==> src/mncd_pkg.sv <==
// Shared types, constants and the pitch table of the melody note code decoder.
package mncd_pkg;

   // Configuration port geometry and register indexes
   localparam int CSR_IDX_W  = 2;
   localparam int CSR_DATA_W = 16;
   localparam logic [CSR_IDX_W-1:0] CSR_WHOLE_NOTE = 2'd0;
   localparam logic [CSR_IDX_W-1:0] CSR_GAP_RATIO  = 2'd1;

   // Register reset values
   localparam logic [15:0] WHOLE_NOTE_RESET = 16'd2000;
   localparam logic [7:0]  GAP_RATIO_RESET  = 8'd77;

   // Pitch index that marks a rest
   localparam logic [3:0] REST_INDEX = 4'd12;
   // Octave used when the octave character is not a digit 1..7
   localparam logic [2:0] DEFAULT_OCTAVE = 3'd4;

   // One decoded note handed from front to back
   typedef struct packed {
      logic [3:0] note_index;
      logic [3:0] length_shift;
      logic [2:0] octave;
   } cmd_type;

   // Command beat with its valid flag
   typedef struct packed {
      logic    valid;
      cmd_type cmd;
   } cmd_beat_type;

   // Octave-4 pitches in unsigned Q15
   function automatic logic [23:0] pitch_q15(input logic [3:0] idx);
      logic [23:0] p;
      unique case (idx)
         4'd0:    p = 24'd8572961;
         4'd1:    p = 24'd9082733;
         4'd2:    p = 24'd9622815;
         4'd3:    p = 24'd10195010;
         4'd4:    p = 24'd10801250;
         4'd5:    p = 24'd11443503;
         4'd6:    p = 24'd12123963;
         4'd7:    p = 24'd12844892;
         4'd8:    p = 24'd13608714;
         4'd9:    p = 24'd14417920;
         4'd10:   p = 24'd15275262;
         4'd11:   p = 24'd16183558;
         default: p = 24'd0;
      endcase
      return p;
   endfunction

endpackage

==> src/mncd_req_if.sv <==
// Input channel of the decoder: one melody code character per beat.
interface mncd_req_if;
   logic       valid;
   logic       ready;
   logic [7:0] code_char;
   logic       melody_start;

   modport source (output valid, output code_char, output melody_start, input ready);
   modport sink   (input valid, input code_char, input melody_start, output ready);
endinterface

==> src/mncd_rsp_if.sv <==
// Result channel of the decoder: one note per beat.
interface mncd_rsp_if;
   logic        valid;
   logic        ready;
   logic [11:0] frequency_hz;
   logic [15:0] tone_ms;
   logic [16:0] slot_ms;

   modport source (output valid, output frequency_hz, output tone_ms, output slot_ms,
                   input ready);
   modport sink   (input valid, input frequency_hz, input tone_ms, input slot_ms,
                   output ready);
endinterface

==> src/mncd_front.sv <==
// Front end: tracks the group position and classifies code characters.
module mncd_front (
   input  logic                  clock,
   input  logic                  reset,
   mncd_req_if.sink              req_bus,
   input  logic                  queue_full,
   output mncd_pkg::cmd_beat_type push
);
   import mncd_pkg::*;

   logic [1:0] group_position_ff, group_position_in;
   logic [3:0] held_length_shift_ff, held_length_shift_in;
   logic [3:0] held_note_index_ff, held_note_index_in;
   logic [1:0] pos;
   logic       accept;

   // Length code to shift; unknown codes mean a whole note
   function automatic logic [3:0] length_shift_of(input logic [7:0] c);
      logic [3:0] s;
      unique case (c)
         "2":     s = 4'd1;
         "4":     s = 4'd2;
         "8":     s = 4'd3;
         "f":     s = 4'd4;
         "g":     s = 4'd5;
         "h":     s = 4'd6;
         "i":     s = 4'd7;
         "j":     s = 4'd8;
         default: s = 4'd0;
      endcase
      return s;
   endfunction

   // Note letter to pitch index; unknown letters are rests
   function automatic logic [3:0] note_index_of(input logic [7:0] c);
      logic [3:0] n;
      unique case (c)
         "C":     n = 4'd0;
         "d":     n = 4'd1;
         "D":     n = 4'd2;
         "e":     n = 4'd3;
         "E":     n = 4'd4;
         "F":     n = 4'd5;
         "g":     n = 4'd6;
         "G":     n = 4'd7;
         "a":     n = 4'd8;
         "A":     n = 4'd9;
         "b":     n = 4'd10;
         "B":     n = 4'd11;
         default: n = REST_INDEX;
      endcase
      return n;
   endfunction

   // Octave digit; anything outside 1..7 falls back to octave 4
   function automatic logic [2:0] octave_of(input logic [7:0] c);
      logic [2:0] o;
      if (c >= "1" && c <= "7") begin
         o = 3'(c - "0");
      end else begin
         o = DEFAULT_OCTAVE;
      end
      return o;
   endfunction

   assign req_bus.ready = !queue_full;
   assign accept = req_bus.valid && req_bus.ready;
   assign pos    = req_bus.melody_start ? 2'd0 : group_position_ff;

   // Next-state and command push
   always_comb begin
      group_position_in    = group_position_ff;
      held_length_shift_in = held_length_shift_ff;
      held_note_index_in   = held_note_index_ff;
      push.valid           = 1'b0;
      push.cmd.note_index   = held_note_index_ff;
      push.cmd.length_shift = held_length_shift_ff;
      push.cmd.octave       = octave_of(req_bus.code_char);
      if (accept) begin
         group_position_in = pos + 2'd1;
         unique case (pos)
            2'd0: held_length_shift_in = length_shift_of(req_bus.code_char);
            2'd1: held_note_index_in   = note_index_of(req_bus.code_char);
            2'd2: push.valid           = 1'b1;
            default: ;
         endcase
      end
   end

   always_ff @(posedge clock) begin
      if (reset) begin
         group_position_ff    <= 2'd0;
         held_length_shift_ff <= 4'd0;
         held_note_index_ff   <= REST_INDEX;
      end else begin
         group_position_ff    <= group_position_in;
         held_length_shift_ff <= held_length_shift_in;
         held_note_index_ff   <= held_note_index_in;
      end
   end

endmodule

==> src/mncd_queue.sv <==
// Short command queue between front and back end.
module mncd_queue #(
   parameter int DEPTH = 2
) (
   input  logic                  clock,
   input  logic                  reset,
   input  mncd_pkg::cmd_beat_type push,
   output logic                  full,
   output mncd_pkg::cmd_beat_type head,
   input  logic                  pop
);
   import mncd_pkg::*;

   localparam int PTR_W = (DEPTH > 1) ? $clog2(DEPTH) : 1;
   localparam int CNT_W = $clog2(DEPTH + 1);
   localparam logic [PTR_W-1:0] LAST_PTR = PTR_W'(DEPTH - 1);
   localparam logic [CNT_W-1:0] FULL_CNT = CNT_W'(DEPTH);

   cmd_type          entries_ff [DEPTH];
   logic [PTR_W-1:0] wr_ptr_ff, wr_ptr_in;
   logic [PTR_W-1:0] rd_ptr_ff, rd_ptr_in;
   logic [CNT_W-1:0] count_ff, count_in;
   logic             do_push, do_pop;

   assign full       = (count_ff == FULL_CNT);
   assign head.valid = (count_ff != '0);
   assign head.cmd   = entries_ff[rd_ptr_ff];
   assign do_push    = push.valid && !full;
   assign do_pop     = pop && head.valid;

   // Pointer and fill count update
   always_comb begin
      wr_ptr_in = wr_ptr_ff;
      rd_ptr_in = rd_ptr_ff;
      count_in  = count_ff;
      if (do_push) begin
         wr_ptr_in = (wr_ptr_ff == LAST_PTR) ? '0 : wr_ptr_ff + PTR_W'(1);
      end
      if (do_pop) begin
         rd_ptr_in = (rd_ptr_ff == LAST_PTR) ? '0 : rd_ptr_ff + PTR_W'(1);
      end
      if (do_push && !do_pop) begin
         count_in = count_ff + CNT_W'(1);
      end else if (do_pop && !do_push) begin
         count_in = count_ff - CNT_W'(1);
      end
   end

   always_ff @(posedge clock) begin
      if (reset) begin
         wr_ptr_ff <= '0;
         rd_ptr_ff <= '0;
         count_ff  <= '0;
      end else begin
         wr_ptr_ff <= wr_ptr_in;
         rd_ptr_ff <= rd_ptr_in;
         count_ff  <= count_in;
      end
   end

   // Entry storage, no reset
   always_ff @(posedge clock) begin
      if (do_push) begin
         entries_ff[wr_ptr_ff] <= push.cmd;
      end
   end

endmodule

==> src/mncd_back.sv <==
// Back end: turns a decoded note into frequency and durations.
module mncd_back (
   input  logic                  clock,
   input  logic                  reset,
   input  mncd_pkg::cmd_beat_type head,
   output logic                  pop,
   input  logic [15:0]           whole_note_ms,
   input  logic [7:0]            gap_ratio_q8,
   mncd_rsp_if.source            rsp_bus
);
   import mncd_pkg::*;

   logic        rsp_valid_ff, rsp_valid_in;
   logic [11:0] frequency_hz_ff;
   logic [15:0] tone_ms_ff;
   logic [16:0] slot_ms_ff;

   logic [4:0]  shift;
   logic [24:0] rounded;
   logic [24:0] scaled;
   logic [11:0] frequency;
   logic [15:0] tone;
   logic [8:0]  gain;
   logic [24:0] product;
   logic        load;

   // Frequency: Q15 pitch scaled by 2^(octave-4), rounded half up
   always_comb begin
      shift   = 5'd19 - {2'b00, head.cmd.octave};
      rounded = {1'b0, pitch_q15(head.cmd.note_index)} + (25'd1 << (shift - 5'd1));
      scaled  = rounded >> shift;
      frequency = (head.cmd.note_index >= REST_INDEX) ? 12'd0 : scaled[11:0];
   end

   // Tone and slot time
   assign tone    = whole_note_ms >> head.cmd.length_shift;
   assign gain    = {1'b1, gap_ratio_q8};
   assign product = {9'd0, tone} * {16'd0, gain};

   assign load = head.valid && (!rsp_valid_ff || rsp_bus.ready);
   assign pop  = load;

   always_comb begin
      rsp_valid_in = rsp_valid_ff;
      if (load) begin
         rsp_valid_in = 1'b1;
      end else if (rsp_bus.ready) begin
         rsp_valid_in = 1'b0;
      end
   end

   always_ff @(posedge clock) begin
      if (reset) begin
         rsp_valid_ff <= 1'b0;
      end else begin
         rsp_valid_ff <= rsp_valid_in;
      end
   end

   // Output payload register
   always_ff @(posedge clock) begin
      if (load) begin
         frequency_hz_ff <= frequency;
         tone_ms_ff      <= tone;
         slot_ms_ff      <= product[24:8];
      end
   end

   assign rsp_bus.valid        = rsp_valid_ff;
   assign rsp_bus.frequency_hz = frequency_hz_ff;
   assign rsp_bus.tone_ms      = tone_ms_ff;
   assign rsp_bus.slot_ms      = slot_ms_ff;

endmodule

==> src/melody_note_code_decoder_core.sv <==
// A note is queued when its octave digit beat is accepted, then registered onto rsp.
// Throughput: one code character per cycle; the command queue and the output
// register let front and back stall apart, so a full queue holds off req.
// Reset (synchronous, active high) clears the group position, sets the held note
// to a rest, empties the queue and restores whole_note_ms 2000 and gap ratio 77.
module melody_note_code_decoder_core #(
   parameter int QUEUE_DEPTH = 2
) (
   input  logic                            clock,
   input  logic                            reset,
   mncd_req_if.sink                        req_bus,
   mncd_rsp_if.source                      rsp_bus,
   input  logic                            csr_we,
   input  logic [mncd_pkg::CSR_IDX_W-1:0]  csr_index,
   input  logic [mncd_pkg::CSR_DATA_W-1:0] csr_wdata
);
   import mncd_pkg::*;

   logic [15:0]  whole_note_ms_ff, whole_note_ms_in;
   logic [7:0]   gap_ratio_q8_ff, gap_ratio_q8_in;
   cmd_beat_type push;
   cmd_beat_type head;
   logic         queue_full;
   logic         pop;

   // Configuration registers
   always_comb begin
      whole_note_ms_in = whole_note_ms_ff;
      gap_ratio_q8_in  = gap_ratio_q8_ff;
      if (csr_we) begin
         unique case (csr_index)
            CSR_WHOLE_NOTE: whole_note_ms_in = csr_wdata;
            CSR_GAP_RATIO:  gap_ratio_q8_in  = csr_wdata[7:0];
            default: ;
         endcase
      end
   end

   always_ff @(posedge clock) begin
      if (reset) begin
         whole_note_ms_ff <= WHOLE_NOTE_RESET;
         gap_ratio_q8_ff  <= GAP_RATIO_RESET;
      end else begin
         whole_note_ms_ff <= whole_note_ms_in;
         gap_ratio_q8_ff  <= gap_ratio_q8_in;
      end
   end

   mncd_front u_front (
      .clock      (clock),
      .reset      (reset),
      .req_bus    (req_bus),
      .queue_full (queue_full),
      .push       (push)
   );

   mncd_queue #(
      .DEPTH (QUEUE_DEPTH)
   ) u_queue (
      .clock (clock),
      .reset (reset),
      .push  (push),
      .full  (queue_full),
      .head  (head),
      .pop   (pop)
   );

   mncd_back u_back (
      .clock         (clock),
      .reset         (reset),
      .head          (head),
      .pop           (pop),
      .whole_note_ms (whole_note_ms_ff),
      .gap_ratio_q8  (gap_ratio_q8_ff),
      .rsp_bus       (rsp_bus)
   );

endmodule
==> src/flat_wrapper.sv <==
// flat-port wrapper written by rule: the top's interface ports become plain ports
module melody_note_code_decoder_core_flat import mncd_pkg::*;
#(
   parameter int QUEUE_DEPTH = 2
)
  (clock, reset, csr_we, csr_index, csr_wdata, req_bus_valid, req_bus_code_char, req_bus_melody_start, req_bus_ready, rsp_bus_valid, rsp_bus_frequency_hz, rsp_bus_tone_ms, rsp_bus_slot_ms, rsp_bus_ready);
  mncd_req_if req_bus_i ();
  mncd_rsp_if rsp_bus_i ();
  input  logic clock;
  input  logic reset;
  input  logic csr_we;
  input  logic [mncd_pkg::CSR_IDX_W-1:0] csr_index;
  input  logic [mncd_pkg::CSR_DATA_W-1:0] csr_wdata;
  input wire logic [$bits(req_bus_i.valid)-1:0] req_bus_valid;
  input wire logic [$bits(req_bus_i.code_char)-1:0] req_bus_code_char;
  input wire logic [$bits(req_bus_i.melody_start)-1:0] req_bus_melody_start;
  output wire logic [$bits(req_bus_i.ready)-1:0] req_bus_ready;
  output wire logic [$bits(rsp_bus_i.valid)-1:0] rsp_bus_valid;
  output wire logic [$bits(rsp_bus_i.frequency_hz)-1:0] rsp_bus_frequency_hz;
  output wire logic [$bits(rsp_bus_i.tone_ms)-1:0] rsp_bus_tone_ms;
  output wire logic [$bits(rsp_bus_i.slot_ms)-1:0] rsp_bus_slot_ms;
  input wire logic [$bits(rsp_bus_i.ready)-1:0] rsp_bus_ready;
  assign req_bus_i.valid = req_bus_valid;
  assign req_bus_i.code_char = req_bus_code_char;
  assign req_bus_i.melody_start = req_bus_melody_start;
  assign req_bus_ready = req_bus_i.ready;
  assign rsp_bus_valid = rsp_bus_i.valid;
  assign rsp_bus_frequency_hz = rsp_bus_i.frequency_hz;
  assign rsp_bus_tone_ms = rsp_bus_i.tone_ms;
  assign rsp_bus_slot_ms = rsp_bus_i.slot_ms;
  assign rsp_bus_i.ready = rsp_bus_ready;
  melody_note_code_decoder_core #(.QUEUE_DEPTH(QUEUE_DEPTH)) u_core (.clock(clock), .reset(reset), .req_bus(req_bus_i), .rsp_bus(rsp_bus_i), .csr_we(csr_we), .csr_index(csr_index), .csr_wdata(csr_wdata));
endmodule
==> config.mk <==
export PLATFORM = sky130hd
export DESIGN_NAME = melody_note_code_decoder_core_flat
export DESIGN_NICKNAME = d
export VERILOG_FILES = /design/src/mncd_pkg.sv /design/src/mncd_req_if.sv /design/src/mncd_rsp_if.sv /design/src/mncd_front.sv /design/src/mncd_queue.sv /design/src/mncd_back.sv /design/src/melody_note_code_decoder_core.sv /design/src/flat_wrapper.sv
export SDC_FILE = /design/constraint.sdc
export NUM_CORES = 1
export LEC_CHECK = 0
export CORE_MARGIN = 1
export CORE_UTILIZATION = 66
export CTS_CLUSTER_DIAMETER = 100
export DETAILED_ROUTE_END_ITERATION = 7
export DONT_BUFFER_PORTS = 1
export PLACE_DENSITY = 0.88
export RECOVER_POWER = 100
export SYNTH_ARGS = -nofsm -noshare
export SYNTH_HDL_FRONTEND = slang
export SYNTH_SLANG_ARGS = --single-unit
==> constraint.sdc <==
create_clock -name clock -period 8.3 [get_ports clock]
set_input_delay 0 -clock clock [delete_from_list [all_inputs] [get_ports clock]]
set_output_delay 0 -clock clock [all_outputs]
set_load 0.01 [all_outputs]
==> summary.md <==
| Metric | Value |
|---|---|
| Outcome | `complete, but fails checks` |
| Violated checks | `DRC, capacitance limit, slew limit` |
| Top cell type by total area after synthesis | `edfxtp_1` |
| Effective utilization at floorplan | `67.40%` |
| Number of enable-type register cells in the synthesized netlist | `67` |
| Most used cell along the critical path | `fa_1` |
| Root Buffer | `clkbuf_16` |
| Gate count after technology mapping | `1,254` |
| Max Transition Viols Final | `64` |
| Full die area | `0.01740 mm2` |
| Syn avg cell area | `8.881 um2` |
| Type of the tightest min-delay check | `input port to flip-flop` |
| Register bit count reported by yosys | `107` |
| Area of the core | `0.01652 mm2` |
| Routability congestion estimate | `0.9402` |
| Number of vias per cell | `6.332` |
| IO Count | `79` |
| Levels on crit path | `24` |
| Setup repair after global routing missed its margin | `no` |
| Global route overflow | `0` |
| Number of placement rows | `47` |
| Critical Path Sink | `u_core.u_back.rsp_bus.slot_ms[11]` |
| Yosys top cell area share | `18.07%` |
| Final instance area | `0.01204 mm2` |
| Yosys synthesis warning count | `0` |
| Buffers inserted by post-CTS timing repair | `0` |
| TritonCTS Buffers | `9` |
| Biggest area contributors in the synthesized netlist | `edfxtp_1 (18%), fa_1 (18%), ha_1 (8.4%)` |
| Crit path setup slack, layout | `0.5268 ns` |
| Per-cell routed wire length | `18.58 um` |
| Most common cell in the synthesized netlist | `nand2_1` |
| Minimum setup slack after placement | `0.7612 ns` |
| Final period demand of the worst path | `7.773 ns` |
| Async set-or-reset flop fraction in the synthesized netlist | `0%` |
| Floorplan die width | `131.9 um` |
| Top fanout value on the critical path | `27` |
| Number of global-route vias before repair | `9,339` |
| Top cell family by delay on the critical path | `adder cells` |
| Number of antenna violations at the first check in global routing | `1` |
| Max-cap violations | `2` |
| Normalized max-slew margin | `-30.93%` |
| Detailed-route via count | `9,453` |
| Most frequently used flop master after synthesis | `edfxtp_1` |
| Deepest clock path buffer count | `2` |
| Type of element capturing the critical path | `flip-flop` |
| P per Cell Area | `395.8 mW/mm2` |
| Static leakage power | `5.398 nW` |
| Largest net degree at the start of global routing | `47` |
| Slew at the pin with the worst max-slew slack | `1.962 ns` |
| Setup slack of the worst register-to-register path | `0.53 ns` |
| TritonCTS Sinks | `107` |
| Half-perimeter wire length after placement | `18.88 mm` |
| Final hold violations | `0` |
| Final ANT Viol Nets | `0` |
| Chip height | `131.9 um` |
| DRC viols | `2` |
| Count of buffers from port buffering | `0` |
| Fraction of final layout cells sized beyond drive strength 1 | `4.167%` |
| Data required time at the worst endpoint | `8.41 ns` |
| Area growth from synthesis to final layout | `8.067%` |
| Clock Skew | `0.01617 ns` |
| Number of setup violations in the final report | `0` |
| Highest achievable clock rate | `0.1286 GHz` |
| Share of synthesized area occupied by flip-flops and latches | `25.26%` |
| Cells along the critical path | `buf_4 -> mux2i_4 -> mux2i_1 -> a21oi_1 -> mux2i_1 -> o22ai_1 -> clkbuf_1 -> nand2_1 -> fa_1 -> inv_1 -> fa_1 -> inv_1 -> fa_1 -> inv_1 -> fa_1 -> ha_1 -> a21o_1 -> a21oi_1 -> nand3_1 -> or3_1 -> o21bai_1 -> a2111oi_2 -> o21ai_0 -> xor2_1` |
| Worst IR drop on VDD | `0.0004494 V` |
| Clock transition time at the flip-flop clock pins of the worst setup and hold paths | `0.09 ns` |
| Global-route wire length before repair | `45.77 mm` |
| FF-to-FF End | `u_core.u_back.rsp_bus.slot_ms[11]` |
| Clock insertion delay at the later pin of the skew report | `0.37 ns` |
| TritonCTS clock tree | `done` |
| Drt initial violations | `1,090` |
| Synth top cells by count | `nand2_1 (159), inv_1 (145), nor2_1 (101), fa_1 (99), and2_1 (78)` |
| Synthesized cell area | `0.01114 mm2` |
| Total wire length | `27.75 mm` |
| Buf/Inv on CP | `5` |
| Startpoint of the worst hold path | `req_bus_code_char[7]` |
| Largest stage delay on the critical path | `0.80 ns` |
| Post-layout nets | `1,473` |
| Category of the worst setup path launch point | `flip-flop` |
| Maximum level of the CTS H-tree | `3` |
| Detailed-routing iteration count for the pre-antenna-repair pass | `8` |
| Post-Place Cell Area | `0.01128 mm2` |
| Final worst-path cycle share | `93.65%` |
| CP Class | `flip-flop to flip-flop` |
| CP Data Arrival Time | `7.89 ns` |
| Unique masters post-synth | `79` |
| Worst R2R Path Depth | `24` |
| Max stage delay cell, worst path | `mux2i_4` |
| Accumulated negative setup slack | `0 ns` |
| GRT Resource Usage Total | `33.11%` |
-- power by group --
group          switching (mW)  internal [mW]
Combinational            1.96           1.34
Sequential              0.126          0.856
Clock                   0.234          0.248
-- worst min-delay path by stage --
| stage | endpoint | slack, ns | depth (start not counted) |
|---|---|---|---|
| 3_3_place_gp | u_core.whole_note_ms_ff[13] | 0.07 | 1 |
| 6_report | u_core.u_queue.entries_ff[0][2] | 0.02 | 4 |
| 2_1_floorplan | u_core.whole_note_ms_ff[4] | 0.12 | 2 |
| 3_5_place_dp | u_core.whole_note_ms_ff[14] | 0.07 | 1 |
| 5_1_grt | u_core.u_front.held_length_shift_ff[1] | 0.05 | 5 |
| 4_1_cts | u_core.u_front.held_note_index_ff[3] | 0.004 | 4 |
-- sequential cells by signal, indices dropped and copies added (netlist names), named ones only --
| register | cells |
|---|---|
| u_core.gap_ratio_q8_ff | 8 |
| u_core.whole_note_ms_ff | 16 |
| u_core.u_queue.entries_ff | 22 |
| u_core.u_back.rsp_bus.valid | 1 |
| u_core.u_queue.rd_ptr_ff | 1 |
| u_core.u_back.rsp_bus.frequency_hz | 12 |
| u_core.u_front.group_position_ff | 2 |
| u_core.u_queue.count_ff | 2 |
| u_core.u_queue.wr_ptr_ff | 1 |
| u_core.u_front.held_length_shift_ff | 4 |
| u_core.u_back.rsp_bus.tone_ms | 16 |
| u_core.u_back.rsp_bus.slot_ms | 17 |
| u_core.u_front.held_note_index_ff | 4 |
-- cell type report --
cell class	count	area, um2
multi-input combinational	955	7584
fill	1141	4489
antenna	1	2.502
clock buffer	9	225.2
sequential	107	2813
inverter	145	544.3
clock inverter	7	112.6
tap	220	275.3
timing repair buffer	49	479.2
-- timing repair --
action | CTS | global route
gates resized for setup | 0 | 0
hold buffers | 42 | 0
hold endpoints to repair | 46 | 0
-- layout by cell type, fill, tap and decap left out, types with 9 or more instances in the layout --
cell type / count
nor3_1: 15
nor2b_1: 13
a31oi_1: 10
a21o_1: 17
xor2_1: 11
nand4_1: 10
a21oi_1: 66
and2_1: 72
dlygate4sd3_1: 41
nor2_1: 101
nand2b_1: 11
nand2_1: 159
a211oi_1: 16
edfxtp_1: 67
o21ai_0: 44
o22ai_1: 14
mux2i_1: 35
inv_1: 145
dfxtp_1: 40
ha_1: 75
a211o_1: 9
nand3_1: 27
fa_1: 99
nand3b_1: 9
clkbuf_16: 9
xnor2_1: 13
-- tightest hold or removal path: cells and delay by family --
kind / cells / cell delay [ns]
AND/OR/NAND/NOR: 4 / 0.28
-- layer usage --
layer / up-vias / GRT usage, % / share of wire (%)
li1: 4311 / - / -
met1: 4568 / 42.25 / 39
met2: 490 / 56.00 / 49
met3: 84 / 6.997 / 8.7
met4: 0 / 11.37 / 3.2
met5: - / 0 / 0
-- per-stage QoR --
step	instances	total power, mW	hold WS, ns	utilization (%)
floorplan	1256	3.534	0.1210	-
global placement	1434	4.060	0.07155	68.27
detailed placement	1434	4.212	0.07385	68.27
CTS	1492	4.735	0.003633	72.92
global route	1493	5.196	0.05121	72.83
finish	1493	4.763	0.01510	72.83
-- kinds of logic (layout without fill, tap and decap cells) --
logic type | count (synthesis) | after routing | share of synthesized area (%)
AO/OA/AOI/OAI | 244 | 244 | 14.49
other | 1 | 4 | 0.03367
AND/OR/NAND/NOR | 458 | 458 | 19.86
multiplexers | 52 | 52 | 5.561
buffers and inverters | 194 | 210 | 6.685
adder cells (fa/ha/maj) | 174 | 174 | 26.22
flip-flops | 107 | 107 | 25.26
XOR/XNOR | 24 | 24 | 1.887
No activity file was read; power rests on OpenSTA's default activity.
